### src/rtl/core/pbrle_pkg.sv
`timescale 1ns / 1ps
// ----------------------------------------------------------------------------
// PackBits decoder package
// Shared constants and the command and status groups that pass between the
// decoder controller and its datapath.
// ----------------------------------------------------------------------------
package pbrle_pkg;

  localparam int COUNT_BITS_DEF = 24;

  localparam logic [7:0] SKIP_HEADER = 8'h80;
  localparam logic [7:0] PAD_MAX     = 8'd128;

  // Controller to datapath.
  typedef struct packed {
    logic lit_load;   // header opens a literal run
    logic rep_load;   // header opens a repeat run
    logic lit_emit;   // pass one literal byte on
    logic rep_start;  // repeat byte arrived, start emitting pairs
    logic pad_start;  // pad command with bytes missing
    logic pad_empty;  // pad command with nothing missing
    logic run_step;   // emit one word of the current run
  } ctrl_cmd_t;

  // Datapath to controller.
  typedef struct packed {
    logic out_free;     // output register can take a word this cycle
    logic reached;      // emitted count has reached the expected length
    logic lit_last;     // the next literal byte closes the run
    logic run_last;     // the next run word is the final one
    logic hdr_literal;  // incoming byte read as a header opens a literal run
    logic hdr_skip;     // incoming byte is the no-op header
  } dp_status_t;

endpackage

### src/rtl/core/packbits_rle_decoder.sv
`timescale 1ns / 1ps
// ----------------------------------------------------------------------------
// PackBits run-length decoder
// Decodes a packed byte stream into words of up to two bytes, with zero
// padding up to a configured length.
// ----------------------------------------------------------------------------
// A header byte, a skipped or dropped header and a literal byte are each
// accepted as input allows; a literal byte leaves as a one-byte word in the
// following cycle. A repeat byte or a pad command is accepted and then emits
// its n bytes as ceil(n/2) words through the single output register, so a
// 128-byte repeat leaves as 64 words before the next input is taken. Input is
// stalled while a run is emitted and while the output register holds a word
// the receiver is stalling. The user must write the expected length through
// cfg_wr_en and cfg_wr_data while the block is idle, which the block does not check.
module packbits_rle_decoder
  import pbrle_pkg::*;
#(
  parameter int COUNT_BITS = COUNT_BITS_DEF
) (
  input  logic                  clk,
  input  logic                  rst_n,
  input  logic                  cfg_wr_en,
  input  logic [COUNT_BITS-1:0] cfg_wr_data,
  input  logic                  in_valid,
  output logic                  in_stall,
  input  logic                  in_command,
  input  logic [7:0]            in_data_byte,
  output logic                  out_valid,
  input  logic                  out_stall,
  output logic [7:0]            out_first_byte,
  output logic [7:0]            out_second_byte,
  output logic [1:0]            out_byte_count,
  output logic                  out_last_of_run,
  output logic                  out_all_done
);

  ctrl_cmd_t  cmd;
  dp_status_t status;

  pbrle_ctrl u_ctrl (
    .clk        (clk),
    .rst_n      (rst_n),
    .in_valid   (in_valid),
    .in_command (in_command),
    .in_stall   (in_stall),
    .status     (status),
    .cmd        (cmd)
  );

  pbrle_dp #(
    .COUNT_BITS (COUNT_BITS)
  ) u_dp (
    .clk             (clk),
    .rst_n           (rst_n),
    .cfg_wr_en       (cfg_wr_en),
    .cfg_wr_data     (cfg_wr_data),
    .in_data_byte    (in_data_byte),
    .cmd             (cmd),
    .status          (status),
    .out_valid       (out_valid),
    .out_stall       (out_stall),
    .out_first_byte  (out_first_byte),
    .out_second_byte (out_second_byte),
    .out_byte_count  (out_byte_count),
    .out_last_of_run (out_last_of_run),
    .out_all_done    (out_all_done)
  );

endmodule

### src/rtl/core/pbrle_ctrl.sv
`timescale 1ns / 1ps
// ----------------------------------------------------------------------------
// PackBits decoder controller
// Tracks the decode phase, accepts input words and sequences run emission.
// ----------------------------------------------------------------------------
module pbrle_ctrl
  import pbrle_pkg::*;
(
  input  logic       clk,
  input  logic       rst_n,
  input  logic       in_valid,
  input  logic       in_command,
  output logic       in_stall,
  input  dp_status_t status,
  output ctrl_cmd_t  cmd
);

  localparam logic [1:0] S_HEADER  = 2'd0;
  localparam logic [1:0] S_LITERAL = 2'd1;
  localparam logic [1:0] S_REPEAT  = 2'd2;
  localparam logic [1:0] S_EMIT    = 2'd3;

  logic [1:0] state_r;
  logic [1:0] state_nxt;
  logic       accept;

  assign in_stall = (state_r == S_EMIT) || !status.out_free;
  assign accept   = in_valid && !in_stall;

  always_comb begin
    state_nxt = state_r;
    cmd       = '0;
    case (state_r)
      S_EMIT: begin
        if (status.out_free) begin
          cmd.run_step = 1'b1;
          if (status.run_last) begin
            state_nxt = S_HEADER;
          end
        end
      end
      S_LITERAL: begin
        if (accept && !in_command) begin
          cmd.lit_emit = 1'b1;
          if (status.lit_last) begin
            state_nxt = S_HEADER;
          end
        end
      end
      S_REPEAT: begin
        if (accept && !in_command) begin
          cmd.rep_start = 1'b1;
          state_nxt     = S_EMIT;
        end
      end
      S_HEADER: begin
        // Once the expected length is reached, headers are dropped.
        if (accept && !in_command && !status.reached) begin
          if (status.hdr_literal) begin
            cmd.lit_load = 1'b1;
            state_nxt    = S_LITERAL;
          end else if (!status.hdr_skip) begin
            cmd.rep_load = 1'b1;
            state_nxt    = S_REPEAT;
          end
        end
      end
      default: begin
        state_nxt = S_HEADER;
      end
    endcase

    // A pad command abandons any open run.
    if (accept && in_command) begin
      cmd.lit_emit  = 1'b0;
      cmd.rep_start = 1'b0;
      cmd.lit_load  = 1'b0;
      cmd.rep_load  = 1'b0;
      if (status.reached) begin
        cmd.pad_empty = 1'b1;
        state_nxt     = S_HEADER;
      end else begin
        cmd.pad_start = 1'b1;
        state_nxt     = S_EMIT;
      end
    end
  end

  always_ff @(posedge clk) begin
    if (!rst_n) begin
      state_r <= S_HEADER;
    end else begin
      state_r <= state_nxt;
    end
  end

endmodule

### src/rtl/core/pbrle_dp.sv
`timescale 1ns / 1ps
// ----------------------------------------------------------------------------
// PackBits decoder datapath
// Holds the run counters, the emitted byte count, the expected length and the
// output register.
// ----------------------------------------------------------------------------
module pbrle_dp
  import pbrle_pkg::*;
#(
  parameter int COUNT_BITS = COUNT_BITS_DEF
) (
  input  logic                  clk,
  input  logic                  rst_n,
  input  logic                  cfg_wr_en,
  input  logic [COUNT_BITS-1:0] cfg_wr_data,
  input  logic [7:0]            in_data_byte,
  input  ctrl_cmd_t             cmd,
  output dp_status_t            status,
  output logic                  out_valid,
  input  logic                  out_stall,
  output logic [7:0]            out_first_byte,
  output logic [7:0]            out_second_byte,
  output logic [1:0]            out_byte_count,
  output logic                  out_last_of_run,
  output logic                  out_all_done
);

  localparam int EB = COUNT_BITS + 1;

  logic [COUNT_BITS-1:0] expected_r;
  logic [EB-1:0]         emitted_r;
  logic [EB-1:0]         emitted_nxt;
  logic [7:0]            literal_left_r;
  logic [7:0]            repeat_length_r;
  logic [7:0]            rem_r;
  logic [7:0]            run_val_r;

  logic                  out_valid_r;
  logic [7:0]            first_r;
  logic [7:0]            second_r;
  logic [1:0]            count_r;
  logic                  last_r;
  logic                  done_r;

  logic [EB-1:0]         expected_ext;
  logic [EB-1:0]         missing;
  logic [7:0]            pad_n;
  logic                  emit;
  logic [1:0]            emit_cnt;
  logic [7:0]            emit_first;
  logic [7:0]            emit_second;
  logic                  emit_last;
  logic [EB:0]           sum;
  logic                  run_pair;

  assign expected_ext = {1'b0, expected_r};
  assign missing      = expected_ext - emitted_r;
  assign pad_n        = (missing > EB'(PAD_MAX)) ? PAD_MAX : missing[7:0];
  assign run_pair     = (rem_r >= 8'd2);

  assign status.out_free    = !out_valid_r || !out_stall;
  assign status.reached     = (emitted_r >= expected_ext);
  assign status.lit_last    = (literal_left_r <= 8'd1);
  assign status.run_last    = (rem_r <= 8'd2);
  assign status.hdr_literal = !in_data_byte[7];
  assign status.hdr_skip    = (in_data_byte == SKIP_HEADER);

  always_comb begin
    emit        = 1'b0;
    emit_cnt    = 2'd0;
    emit_first  = 8'd0;
    emit_second = 8'd0;
    emit_last   = 1'b1;
    if (cmd.lit_emit) begin
      emit       = 1'b1;
      emit_cnt   = 2'd1;
      emit_first = in_data_byte;
    end else if (cmd.pad_empty) begin
      emit = 1'b1;
    end else if (cmd.run_step) begin
      emit        = 1'b1;
      emit_cnt    = run_pair ? 2'd2 : 2'd1;
      emit_first  = run_val_r;
      emit_second = run_pair ? run_val_r : 8'd0;
      emit_last   = status.run_last;
    end
  end

  // The byte count saturates at all ones rather than wrapping.
  assign sum         = {1'b0, emitted_r} + (EB + 1)'(emit_cnt);
  assign emitted_nxt = sum[EB] ? {EB{1'b1}} : sum[EB-1:0];

  always_ff @(posedge clk) begin
    if (!rst_n) begin
      expected_r      <= '0;
      emitted_r       <= '0;
      literal_left_r  <= '0;
      repeat_length_r <= '0;
      rem_r           <= '0;
      out_valid_r     <= 1'b0;
    end else begin
      if (cfg_wr_en) begin
        expected_r <= cfg_wr_data;
      end
      if (emit) begin
        emitted_r <= emitted_nxt;
      end
      if (cmd.lit_load) begin
        literal_left_r <= in_data_byte + 8'd1;
      end else if (cmd.lit_emit) begin
        literal_left_r <= literal_left_r - 8'd1;
      end
      if (cmd.rep_load) begin
        // 257 - b gives the repeat length 1 - h for a negative header h.
        repeat_length_r <= 8'(9'd257 - {1'b0, in_data_byte});
      end
      if (cmd.rep_start) begin
        rem_r <= repeat_length_r;
      end else if (cmd.pad_start) begin
        rem_r <= pad_n;
      end else if (cmd.run_step) begin
        rem_r <= rem_r - (run_pair ? 8'd2 : 8'd1);
      end
      if (emit) begin
        out_valid_r <= 1'b1;
      end else if (!out_stall) begin
        out_valid_r <= 1'b0;
      end
    end
  end

  always_ff @(posedge clk) begin
    if (cmd.rep_start) begin
      run_val_r <= in_data_byte;
    end else if (cmd.pad_start) begin
      run_val_r <= 8'd0;
    end
    if (emit) begin
      first_r  <= emit_first;
      second_r <= emit_second;
      count_r  <= emit_cnt;
      last_r   <= emit_last;
      done_r   <= (emitted_nxt >= expected_ext);
    end
  end

  assign out_valid       = out_valid_r;
  assign out_first_byte  = first_r;
  assign out_second_byte = second_r;
  assign out_byte_count  = count_r;
  assign out_last_of_run = last_r;
  assign out_all_done    = done_r;

endmodule

### config.mk
export PLATFORM = sky130hd
export DESIGN_NAME = packbits_rle_decoder
export DESIGN_NICKNAME = d
export VERILOG_FILES = /design/src/rtl/core/pbrle_pkg.sv /design/src/rtl/core/packbits_rle_decoder.sv /design/src/rtl/core/pbrle_ctrl.sv /design/src/rtl/core/pbrle_dp.sv
export SDC_FILE = /design/constraint.sdc
export NUM_CORES = 1
export LEC_CHECK = 0
export BUFFER_PORTS_ARGS = -buffer_cell sky130_fd_sc_hd__buf_2
export CAP_MARGIN = 20
export CORE_MARGIN = 1
export CORE_UTILIZATION = 40
export DETAILED_ROUTE_END_ITERATION = 12
export HOLD_SLACK_MARGIN = 0.08
export PLACE_DENSITY = 0.62
export SLEW_MARGIN = 15
export SYNTH_ARGS = -nofsm -noshare
export SYNTH_HDL_FRONTEND = slang
export SYNTH_HIERARCHICAL = 1
export SYNTH_SLANG_ARGS = --single-unit
### constraint.sdc
create_clock -name clk -period 10.7 [get_ports clk]
set_input_delay 1.07 -clock clk [delete_from_list [all_inputs] [get_ports clk]]
set_output_delay 1.07 -clock clk [all_outputs]
set_load 0.005 [all_outputs]
==> flow_summary_export.csv, run 1 <==
group,metric,value,unit
worst_hold_path,hp-class,"reg -> reg",
synth,synth_top_area_cell,"dfxtp_1",
synth,synth_top_area_share,0.199,
synth,avgSynthCellArea,8.23,µm²
routing,firstDrtPassIters,4,
timing,final_max_slew_viol_count,0,
setup_path,slowest_delay,0.49,ns
setup_path,cp_num_buf_inv,4,
synth,ys_top_cells_by_area,"dfxtp_1, edfxtp_1, ha_1, nor2_1, nand2_1",
timing,timing.slew.headroom,0.462,
placed_design,port_buffers,59,
pwr,powerDensity,172,mW/mm²
synth,yosys_most_used_dff,"dfxtp_1",
routing,drt_first_iter_violations,326,
global_route,grt_max_degree,68,
clock_tree,htree_num_levels,3,
timing,tightest_slew,0.804,ns
global_route,grt_pass1_vias,6287,
synth,ys_ff_latch,104,
setup_path,worstSetupPathType,"reg -> reg",
layout,seq_area,0.00236,mm²
setup_path,crit_family,"compound AO/OA/AOI/OAI gates",
timing,fin_crit_sh,0.679,
flow_run,cap_violations,0,
timing,hold_slack,0.485,ns
floorplanning,die_w,140,µm
routing,avgViaCountPerCell,5.53,
status,outcome,"finished clean",
clock_tree,cts_tree,"built",
routing,ant_nets,0,
synth,synth_top_family_by_area,"simple AND/OR/NAND/NOR gates",
global_route,grt_overflow,0,
clock_tree,numClockSinks,104,
clock_tree,cts_inserted_buffers,9,
clock_tree,cts_buffer_depth,2,
synth,mappedNetlistArea,0.00765,mm²
synth,synth_cell_types,79,
setup_path,cp-end-kind,"register",
synth,yosys.area_share.adder,0.103,
layout,area_delta_synth_final,9.70,%
floorplanning,fp-row-count,50,
timing,finalClockSkew,0.0105,ns
synth,synth_edf_count,28,
timing,hold_viol,0,
global_route,grt_pass1_wl,32000,µm
layout,fillCellCount,1855,
floorplanning,die_area,0.0197,mm²
timing,setup_tns,0,ns
timing,period_needed,7.26,ns
synth,synthMuxAreaShare,0.0460,
synth,synth_warnings,6,
routing,num_vias,6623,
clock_tree,cts_setup_buffers,0,
layout,antennaDiodeCount,0,
setup_path,cp.arrival,7.37,ns
routing,wire_per_inst,16.4,µm
synth,synth_nets,1028,
clock_tree,hold_buffers,0,
clock_tree,clockRootBuffer,"clkbuf_16",
floorplanning,die_y,140,µm
clock_tree,cts-resized-gates,0,
layout,layout.nets,1057,
synth,synth_compound_area_frac,0.194,
setup_path,crit_top_cell,"a21oi_1",
routing,drcViolationCount,0,
layout,drive_above_1_share,0.117,
pwr,leakage,3.58,nW
placed_design,post-dp-hpwl,15000,µm
floorplanning,start_util,0.409,
placed_design,place_congestion,0.898,
clock_tree,worstSkewPairLatency,0.36,ns
timing,rsz0062_at_grt,"false",
setup_path,cp.required,10.80,ns
pwr,finalPower,0.00145,W
pwr,max-vdd-ir-drop,86.2,µV
setup_path,critPathLaunchType,"register",
synth,synth-xor-area-share,0.0630,
synth,syn_inst,929,
routing,wirelength,19600,µm
layout,post-route-cell-area,0.00839,mm²
synth,synth-simple-area-share,0.218,
setup_path,worstPathMaxFanout,23,
setup_path,cp_slowest_cell,"or2_2",
placed_design,place_area,0.00809,mm²
timing,max_freq,138,MHz
global_route,grt_usage,0.205,
layout,multi_input_comb_area,0.00479,mm²
synth,ys_async_sr_fraction,0,
clock_tree,path_clk_slew,0.08,ns
global_route,antenna_found_initial,0,
floorplanning,coreArea,0.0187,mm²
timing,finalSetupViolCount,0,
synth,yosysSeqAreaShare,0.309,
floorplanning,num_io_pins,60,
-- cells in the mapped netlist (7+ instances only) --
| library cell | number |
|---|---|
| a21o_1 | 17 |
| mux2i_1 | 34 |
| nand4_1 | 18 |
| nand3_1 | 23 |
| xor2_1 | 17 |
| edfxtp_1 | 28 |
| or3_1 | 8 |
| clkbuf_1 | 33 |
| nor4_1 | 9 |
| xnor2_1 | 38 |
| a211oi_1 | 30 |
| o31ai_1 | 7 |
| dfxtp_1 | 76 |
| o21ai_0 | 21 |
| inv_1 | 76 |
| and2_1 | 9 |
| nand2_1 | 91 |
| nor2b_1 | 7 |
| nor2_1 | 100 |
| nor3_1 | 21 |
| ha_1 | 58 |
| a21oi_1 | 58 |
| a22o_1 | 8 |
| and3_1 | 17 |
| nand2b_1 | 12 |
-- report_power, final --
group	total (W)	internal [W]	leakage [nW]	switching [W]
Combinational	0.000612	0.000245	2.55	0.000367
Sequential	0.000494	0.000456	0.886	0.0000377
Clock	0.000340	0.000168	0.146	0.000172
Total	0.00145	0.000869	3.58	0.000577
-- through the flow --
step                      setup slack (ns)  std cells   util
final                                 3.44       1197  0.449
after global routing                  2.89       1197  0.449
after CTS                             3.46       1197  0.449
after detailed placement              3.51       1181  0.433
after global placement                3.67       1181  0.433
after floorplan                       4.20        929      -
-- cells by family (layout without fill, tap and decap cells) --
group / Yosys count / count (layout)
compound gates: 209 / 209
xor+xnor: 55 / 55
fa+ha+maj: 61 / 61
buf+inv: 127 / 161
flops: 104 / 104
mux: 35 / 35
simple gates: 338 / 338
-- layout make-up --
| type | instances | share of cell area |
|---|---|---|
| repair buffers | 67 | 0.0424 |
| inverters | 78 | 0.0349 |
| clock buffers | 9 | 0.0268 |
| clock inverters | 7 | 0.00895 |
| well taps | 234 | 0.0349 |
| flip-flops and latches | 104 | 0.282 |
| multi-input cells | 698 | 0.571 |
-- path summary, 6_finish.rpt --
check / startpoint / endpoint / slack (ns) / depth (start not counted)
min: u_dp/emitted_r[4] / u_dp/emitted_r[4] / 0.48 / 2
max: u_dp/emitted_r[16] / u_dp/out_all_done / 3.44 / 33
min reg2reg: u_dp/emitted_r[4] / u_dp/emitted_r[4] / 0.48 / 2
max reg2reg: u_dp/emitted_r[16] / u_dp/out_all_done / 3.44 / 33
-- metal layers --
layer  vias up  routed length, µm  GRT usage
li1       3365                  -          -
met1      3089               9240      0.265
met2       152               9360      0.356
met3        17                732     0.0321
met4         0                268     0.0532
met5         -                  0          0
-- layout by cell type (no fill, tap or decap), types with 3 or more instances in the layout --
| master | n |
|---|---|
| a211o_1 | 3 |
| a211oi_1 | 30 |
| a21o_1 | 17 |
| a21oi_1 | 58 |
| a22o_1 | 8 |
| a311oi_1 | 4 |
| and2_1 | 9 |
| and3_1 | 17 |
| and4_1 | 5 |
| buf_2 | 59 |
| buf_4 | 8 |
| clkbuf_16 | 9 |
| dfxtp_1 | 76 |
| edfxtp_1 | 28 |
| fa_1 | 3 |
| ha_1 | 58 |
| inv_1 | 75 |
| inv_8 | 3 |
| mux2i_1 | 34 |
| nand2_1 | 91 |
| nand2b_1 | 12 |
| nand3_1 | 23 |
| nand4_1 | 18 |
| nor2_1 | 100 |
| nor2b_1 | 7 |
| nor3_1 | 20 |
| nor4_1 | 8 |
| nor4b_2 | 3 |
| o211ai_1 | 4 |
| o21a_1 | 6 |
| o21ai_0 | 21 |
| o21ai_1 | 6 |
| o21bai_1 | 3 |
| o221a_2 | 4 |
| o22ai_1 | 4 |
| o31ai_1 | 7 |
| or3_1 | 8 |
| or4_1 | 3 |
| xnor2_1 | 38 |
| xor2_1 | 17 |
-- flip-flops by register name (all words and copies together) (netlist names), 2 cells and up --
register and cells:
u_ctrl/state_r 2, u_dp/out_first_byte 8, u_dp/literal_left_r 8, u_dp/rem_r 8, u_dp/repeat_length_r 8, u_dp/expected_r 24
u_dp/emitted_r 25, u_dp/out_second_byte 8, u_dp/out_byte_count 2, u_dp/run_val_r 8
-- worst min-delay path, delay by kind of cell (launching register included) --
family | cells | cell delay [ns]
compound gates | 1 | 0.05
flops | 1 | 0.33
simple gates | 1 | 0.06
Power figures use the tool's default switching activity.
==> inputs of run 2 (changes only) <==
Settings changed: PLACE_DENSITY 0.62 to 0.64.
Clock period 10.7 ns to 6.25 ns, I/O delays scaled along.
==> flow_summary_export.csv, run 2 (synthesis gave the netlist of run 1 again) <==
group,metric,value,unit
timing,finalSetupViolCount,0,
routing,wire_per_inst,16.3,µm
global_route,grt_pass1_wl,33100,µm
clock_tree,numClockSinks,104,
setup_path,cp.required,6.35,ns
floorplanning,die_w,140,µm
global_route,antenna_found_initial,0,
timing,fin_ws,0.295,ns
layout,drive_above_1_share,0.175,
timing,period_needed,5.96,ns
global_route,top_usage_layer,"met2",
floorplanning,fp-row-count,50,
placed_design,place_ws,-0.122,ns
setup_path,cp.arrival,6.05,ns
layout,post-route-cell-area,0.00881,mm²
timing,tightest_slew,0.823,ns
setup_path,crit_top_cell,"a21o_1",
global_route,grt_usage,0.213,
flow_run,cap_violations,0,
status,outcome,"finished clean",
layout,area_delta_synth_final,15.2,%
setup_path,worstSetupPathType,"reg -> reg",
timing,hold_viol,0,
clock_tree,hold_buffers,0,
pwr,powerDensity,286,mW/mm²
timing,final_max_slew_viol_count,0,
routing,firstDrtPassIters,7,
timing,setup_tns,0,ns
placed_design,post-dp-hpwl,15400,µm
setup_path,slowest_delay,0.41,ns
timing,timing.slew.headroom,0.451,
routing,avgViaCountPerCell,5.51,
global_route,grt_use_met3,0.0369,
global_route,grt_overflow,0,
global_route,grt_max_degree,68,
clock_tree,cts_tree,"built",
floorplanning,die_y,140,µm
layout,regMostFlops,"u_dp/emitted_r",
routing,ant_nets,0,
pwr,finalPower,0.00252,W
worst_hold_path,hp-class,"reg -> reg",
global_route,gr-usage-met2,0.378,
clock_tree,worstSkewPairLatency,0.36,ns
clock_tree,clockRootBuffer,"clkbuf_16",
timing,finalClockSkew,0.00783,ns
placed_design,port_buffers,59,
setup_path,cp_slowest_cell,"fa_1",
routing,num_vias,6849,
routing,wirelength,20200,µm
clock_tree,htree_num_levels,3,
clock_tree,cts_inserted_buffers,9,
pwr,leakage,3.83,nW
routing,drcViolationCount,0,
timing,max_freq,168,MHz
floorplanning,die_area,0.0197,mm²
placed_design,place_area,0.00842,mm²
pwr,max-vdd-ir-drop,163,µV
layout,antennaDiodeCount,0,
setup_path,cp-end-kind,"register",
routing,drt_first_iter_violations,466,
clock_tree,path_clk_slew,0.08,ns
floorplanning,coreArea,0.0187,mm²
placed_design,place_congestion,0.903,
floorplanning,num_io_pins,60,
global_route,grt_pass1_vias,6601,
layout,largest_register_ffs,25,
clock_tree,cts_buffer_depth,2,
timing,fin_crit_sh,0.953,
layout,layout_commonest_cell,"nor2_1",
layout,reg_top3,"u_dp/emitted_r: 25 flops, u_dp/expected_r: 24 flops",
setup_path,critPathLaunchType,"register",
global_route,gr-usage-met1,0.263,
layout,layout.nets,1104,
floorplanning,start_util,0.409,
layout,final_cell_mix,"nor2_1, nand2_1, dfxtp_1, inv_1, buf_2",
setup_path,worstPathMaxFanout,5,
## run 2: through the flow
step / hold slack [ns] / util / instances
after floorplan: 0.445 / - / 929
after global placement: 0.462 / 0.450 / 1225
after detailed placement: 0.469 / 0.450 / 1225
after CTS: 0.479 / 0.466 / 1241
after global routing: 0.498 / 0.471 / 1244
final: 0.472 / 0.471 / 1244
## run 2: worst paths after layout
kind	from	slack [ns]	cells after the start	to
worst max-delay path	u_dp/emitted_r[2]	0.29	30	u_dp/out_all_done
worst min-delay path	u_dp/emitted_r[4]	0.47	2	u_dp/emitted_r[4]
worst min register to register	u_dp/emitted_r[4]	0.47	2	u_dp/emitted_r[4]
worst max register to register	u_dp/emitted_r[2]	0.29	30	u_dp/out_all_done
## run 2: power by group
group	total (W)	leakage (nW)	internal [W]	switching [W]
combinational	0.00111	2.80	0.000461	0.000648
clock	0.000569	0.143	0.000282	0.000286
sequential	0.000843	0.886	0.000781	0.0000621
total	0.00252	3.83	0.00152	0.000996
## run 2: critical path: cells and delay by family, from the launching register on
family	cells	cell delay [ns]
compound gates	15	2.42
simple gates	7	1.18
fa+ha+maj	4	1.33
flops	1	0.40
buf+inv	3	0.21
xor+xnor	1	0.12
## run 2: layer usage
layer,vias to the layer above,part of all wire
li1,3469,-
met5,-,0
met1,3169,0.46
met4,0,0.017
met2,185,0.48
met3,26,0.050
## run 2: layout make-up
type | count | area, µm²
fill | 1793 | 9890
multi-input combinational | 698 | 4870
sequential | 104 | 2360
timing repair buffer | 114 | 708
inverter | 78 | 293
tap | 234 | 293
clock buffer | 10 | 229
clock inverter | 6 | 62.6
## run 2: what timing repair did
item	CTS	global route
endpoints found under the setup margin	1	1
gates resized for setup	2	19
pin swaps	0	7
buffers inserted	0	3
==> inputs of run 3 (changes only) <==
Settings changed: CORE_ASPECT_RATIO set to 0.6, CTS_BUF_LIST set to sky130_fd_sc_hd__clkbuf_4.
==> flow_summary_export.csv, run 3 (synthesis gave the netlist of run 1 again) <==
group,metric,value,unit
status,outcome,"finished clean",
layout,layout_commonest_cell,"nor2_1",
setup_path,slowest_delay,0.39,ns
setup_path,cp_slowest_cell,"dfxtp_1",
global_route,grt_usage,0.235,
timing,finalSetupViolCount,0,
timing,period_needed,5.92,ns
routing,drt_first_iter_violations,827,
layout,drive_above_1_share,0.178,
pwr,powerDensity,271,mW/mm²
floorplanning,coreArea,0.0184,mm²
timing,hold_slack,0.344,ns
clock_tree,cts_tree,"built",
routing,num_vias,7150,
floorplanning,die_area,0.0197,mm²
setup_path,worstReg2RegEnd,"u_dp/out_all_done",
setup_path,worstPathMaxFanout,10,
pwr,leakage,3.76,nW
setup_path,worstSetupPathType,"reg -> reg",
clock_tree,htree_num_levels,3,
worst_hold_path,min_to,"u_dp/expected_r[9]",
layout,area_delta_synth_final,13.4,%
routing,wirelength,22600,µm
global_route,grt_pass1_wl,35500,µm
worst_hold_path,hp-class,"in -> reg",
timing,final_max_slew_viol_count,0,
setup_path,r2r-start,"u_dp/emitted_r[14]",
floorplanning,die_y,109,µm
flow_run,cap_violations,0,
floorplanning,die_w,181,µm
layout,post-route-cell-area,0.00867,mm²
timing,timing.slew.headroom,0.476,
routing,firstDrtPassIters,6,
layout,reg_top3,"u_dp/emitted_r: 25 flops, u_dp/expected_r: 24 flops",
worst_hold_path,holdPathStages,3,
setup_path,critPathLaunchType,"register",
clock_tree,worstSkewPairLatency,0.50,ns
clock_tree,numClockSinks,104,
setup_path,worstRegToRegCells,32,
placed_design,post-dp-hpwl,17500,µm
clock_tree,cts_buffer_depth,2,
setup_path,cp-end-kind,"register",
layout,layout.nets,1108,
placed_design,place_area,0.00843,mm²
setup_path,cp.required,6.51,ns
global_route,grt_max_degree,68,
timing,tightest_slew,0.787,ns
global_route,grt_pass1_vias,6301,
floorplanning,fp-row-count,38,
global_route,grt_overflow,0,
setup_path,r2r_slack,0.33,ns
clock_tree,hold_buffers,0,
placed_design,port_buffers,59,
routing,wire_per_inst,18.0,µm
routing,avgViaCountPerCell,5.70,
timing,finalClockSkew,0.0223,ns
setup_path,cp.arrival,6.18,ns
worst_hold_path,hold_path.startpoint,"cfg_wr_data[9]",
timing,fin_crit_sh,0.948,
global_route,antenna_found_initial,2,
pwr,max-vdd-ir-drop,103,µV
layout,final_cell_mix,"nor2_1, nand2_1, inv_1, dfxtp_1",
floorplanning,num_io_pins,60,
layout,largest_register_ffs,25,
clock_tree,cts_inserted_buffers,9,
timing,max_freq,169,MHz
layout,regMostFlops,"u_dp/emitted_r",
routing,ant_nets,0,
timing,hold_viol,0,
placed_design,place_congestion,0.968,
clock_tree,clockRootBuffer,"clkbuf_4",
pwr,finalPower,0.00235,W
clock_tree,path_clk_slew,0.19,ns
floorplanning,start_util,0.416,
routing,drcViolationCount,0,
==> run 3: critical path: cells and delay by family (launching register included) <==
kind	cells	cell delay, ns
AOI/OAI and AO/OA	15	2.33
DFF	1	0.39
buffers and inverters	3	0.29
and+or+nand+nor	11	1.81
adders and majority gates	3	0.88
==> run 3: where the power goes <==
part / total, W / switching, W / internal, W
clock: 0.000352 / 0.000262 / 0.0000894
sequential: 0.000847 / 0.0000659 / 0.000781
combinational: 0.00115 / 0.000688 / 0.000466
==> run 3: final cells by class <==
type / instances / area [µm²]
Clock inverter: 7 / 61.3
Timing Repair Buffer: 118 / 738
Clock buffer: 9 / 67.6
Sequential cell: 104 / 2370
Inverter: 78 / 293
Antenna cell: 1 / 2.50
Fill cell: 1805 / 9730
Multi-Input combinational cell: 698 / 4840
Tap cell: 240 / 300
==> run 3: routing by layer <==
| layer | wire, µm | GRT usage |
|---|---|---|
| met5 | 17 | 0 |
| met4 | 197 | 0.0507 |
| met1 | 11900 | 0.385 |
| met2 | 7910 | 0.288 |
| met3 | 2640 | 0.0574 |
==> run 3: how the worst max path moves through the flow <==
stage / start / end / cells after the start
2_1_floorplan: u_dp/emitted_r[8] / u_dp/out_all_done / 36
3_3_place_gp: u_dp/emitted_r[6] / u_dp/out_all_done / 31
3_5_place_dp: u_dp/emitted_r[6] / u_dp/out_all_done / 31
4_1_cts: u_dp/emitted_r[6] / u_dp/out_all_done / 32
5_1_grt: u_dp/emitted_r[1] / u_dp/out_all_done / 31
6_report: u_dp/emitted_r[14] / u_dp/out_all_done / 32
==> run 3: metrics by stage <==
step | setup TNS, ns | utilization | setup WS [ns] | instances
after floorplan | 0 | - | 0.00788 | 929
after global placement | 0 | 0.458 | 0.184 | 1231
after detailed placement | -0.0354 | 0.458 | -0.0354 | 1231
after CTS | 0 | 0.466 | 0.0968 | 1247
after global routing | -0.0292 | 0.471 | -0.0292 | 1255
final | 0 | 0.471 | 0.328 | 1255
==> run 3: timing repair <==
item	4_1_cts	5_1_grt
buffers inserted	0	7
setup endpoints to repair	1	1
pin swaps	0	10
gates resized for setup	2	15
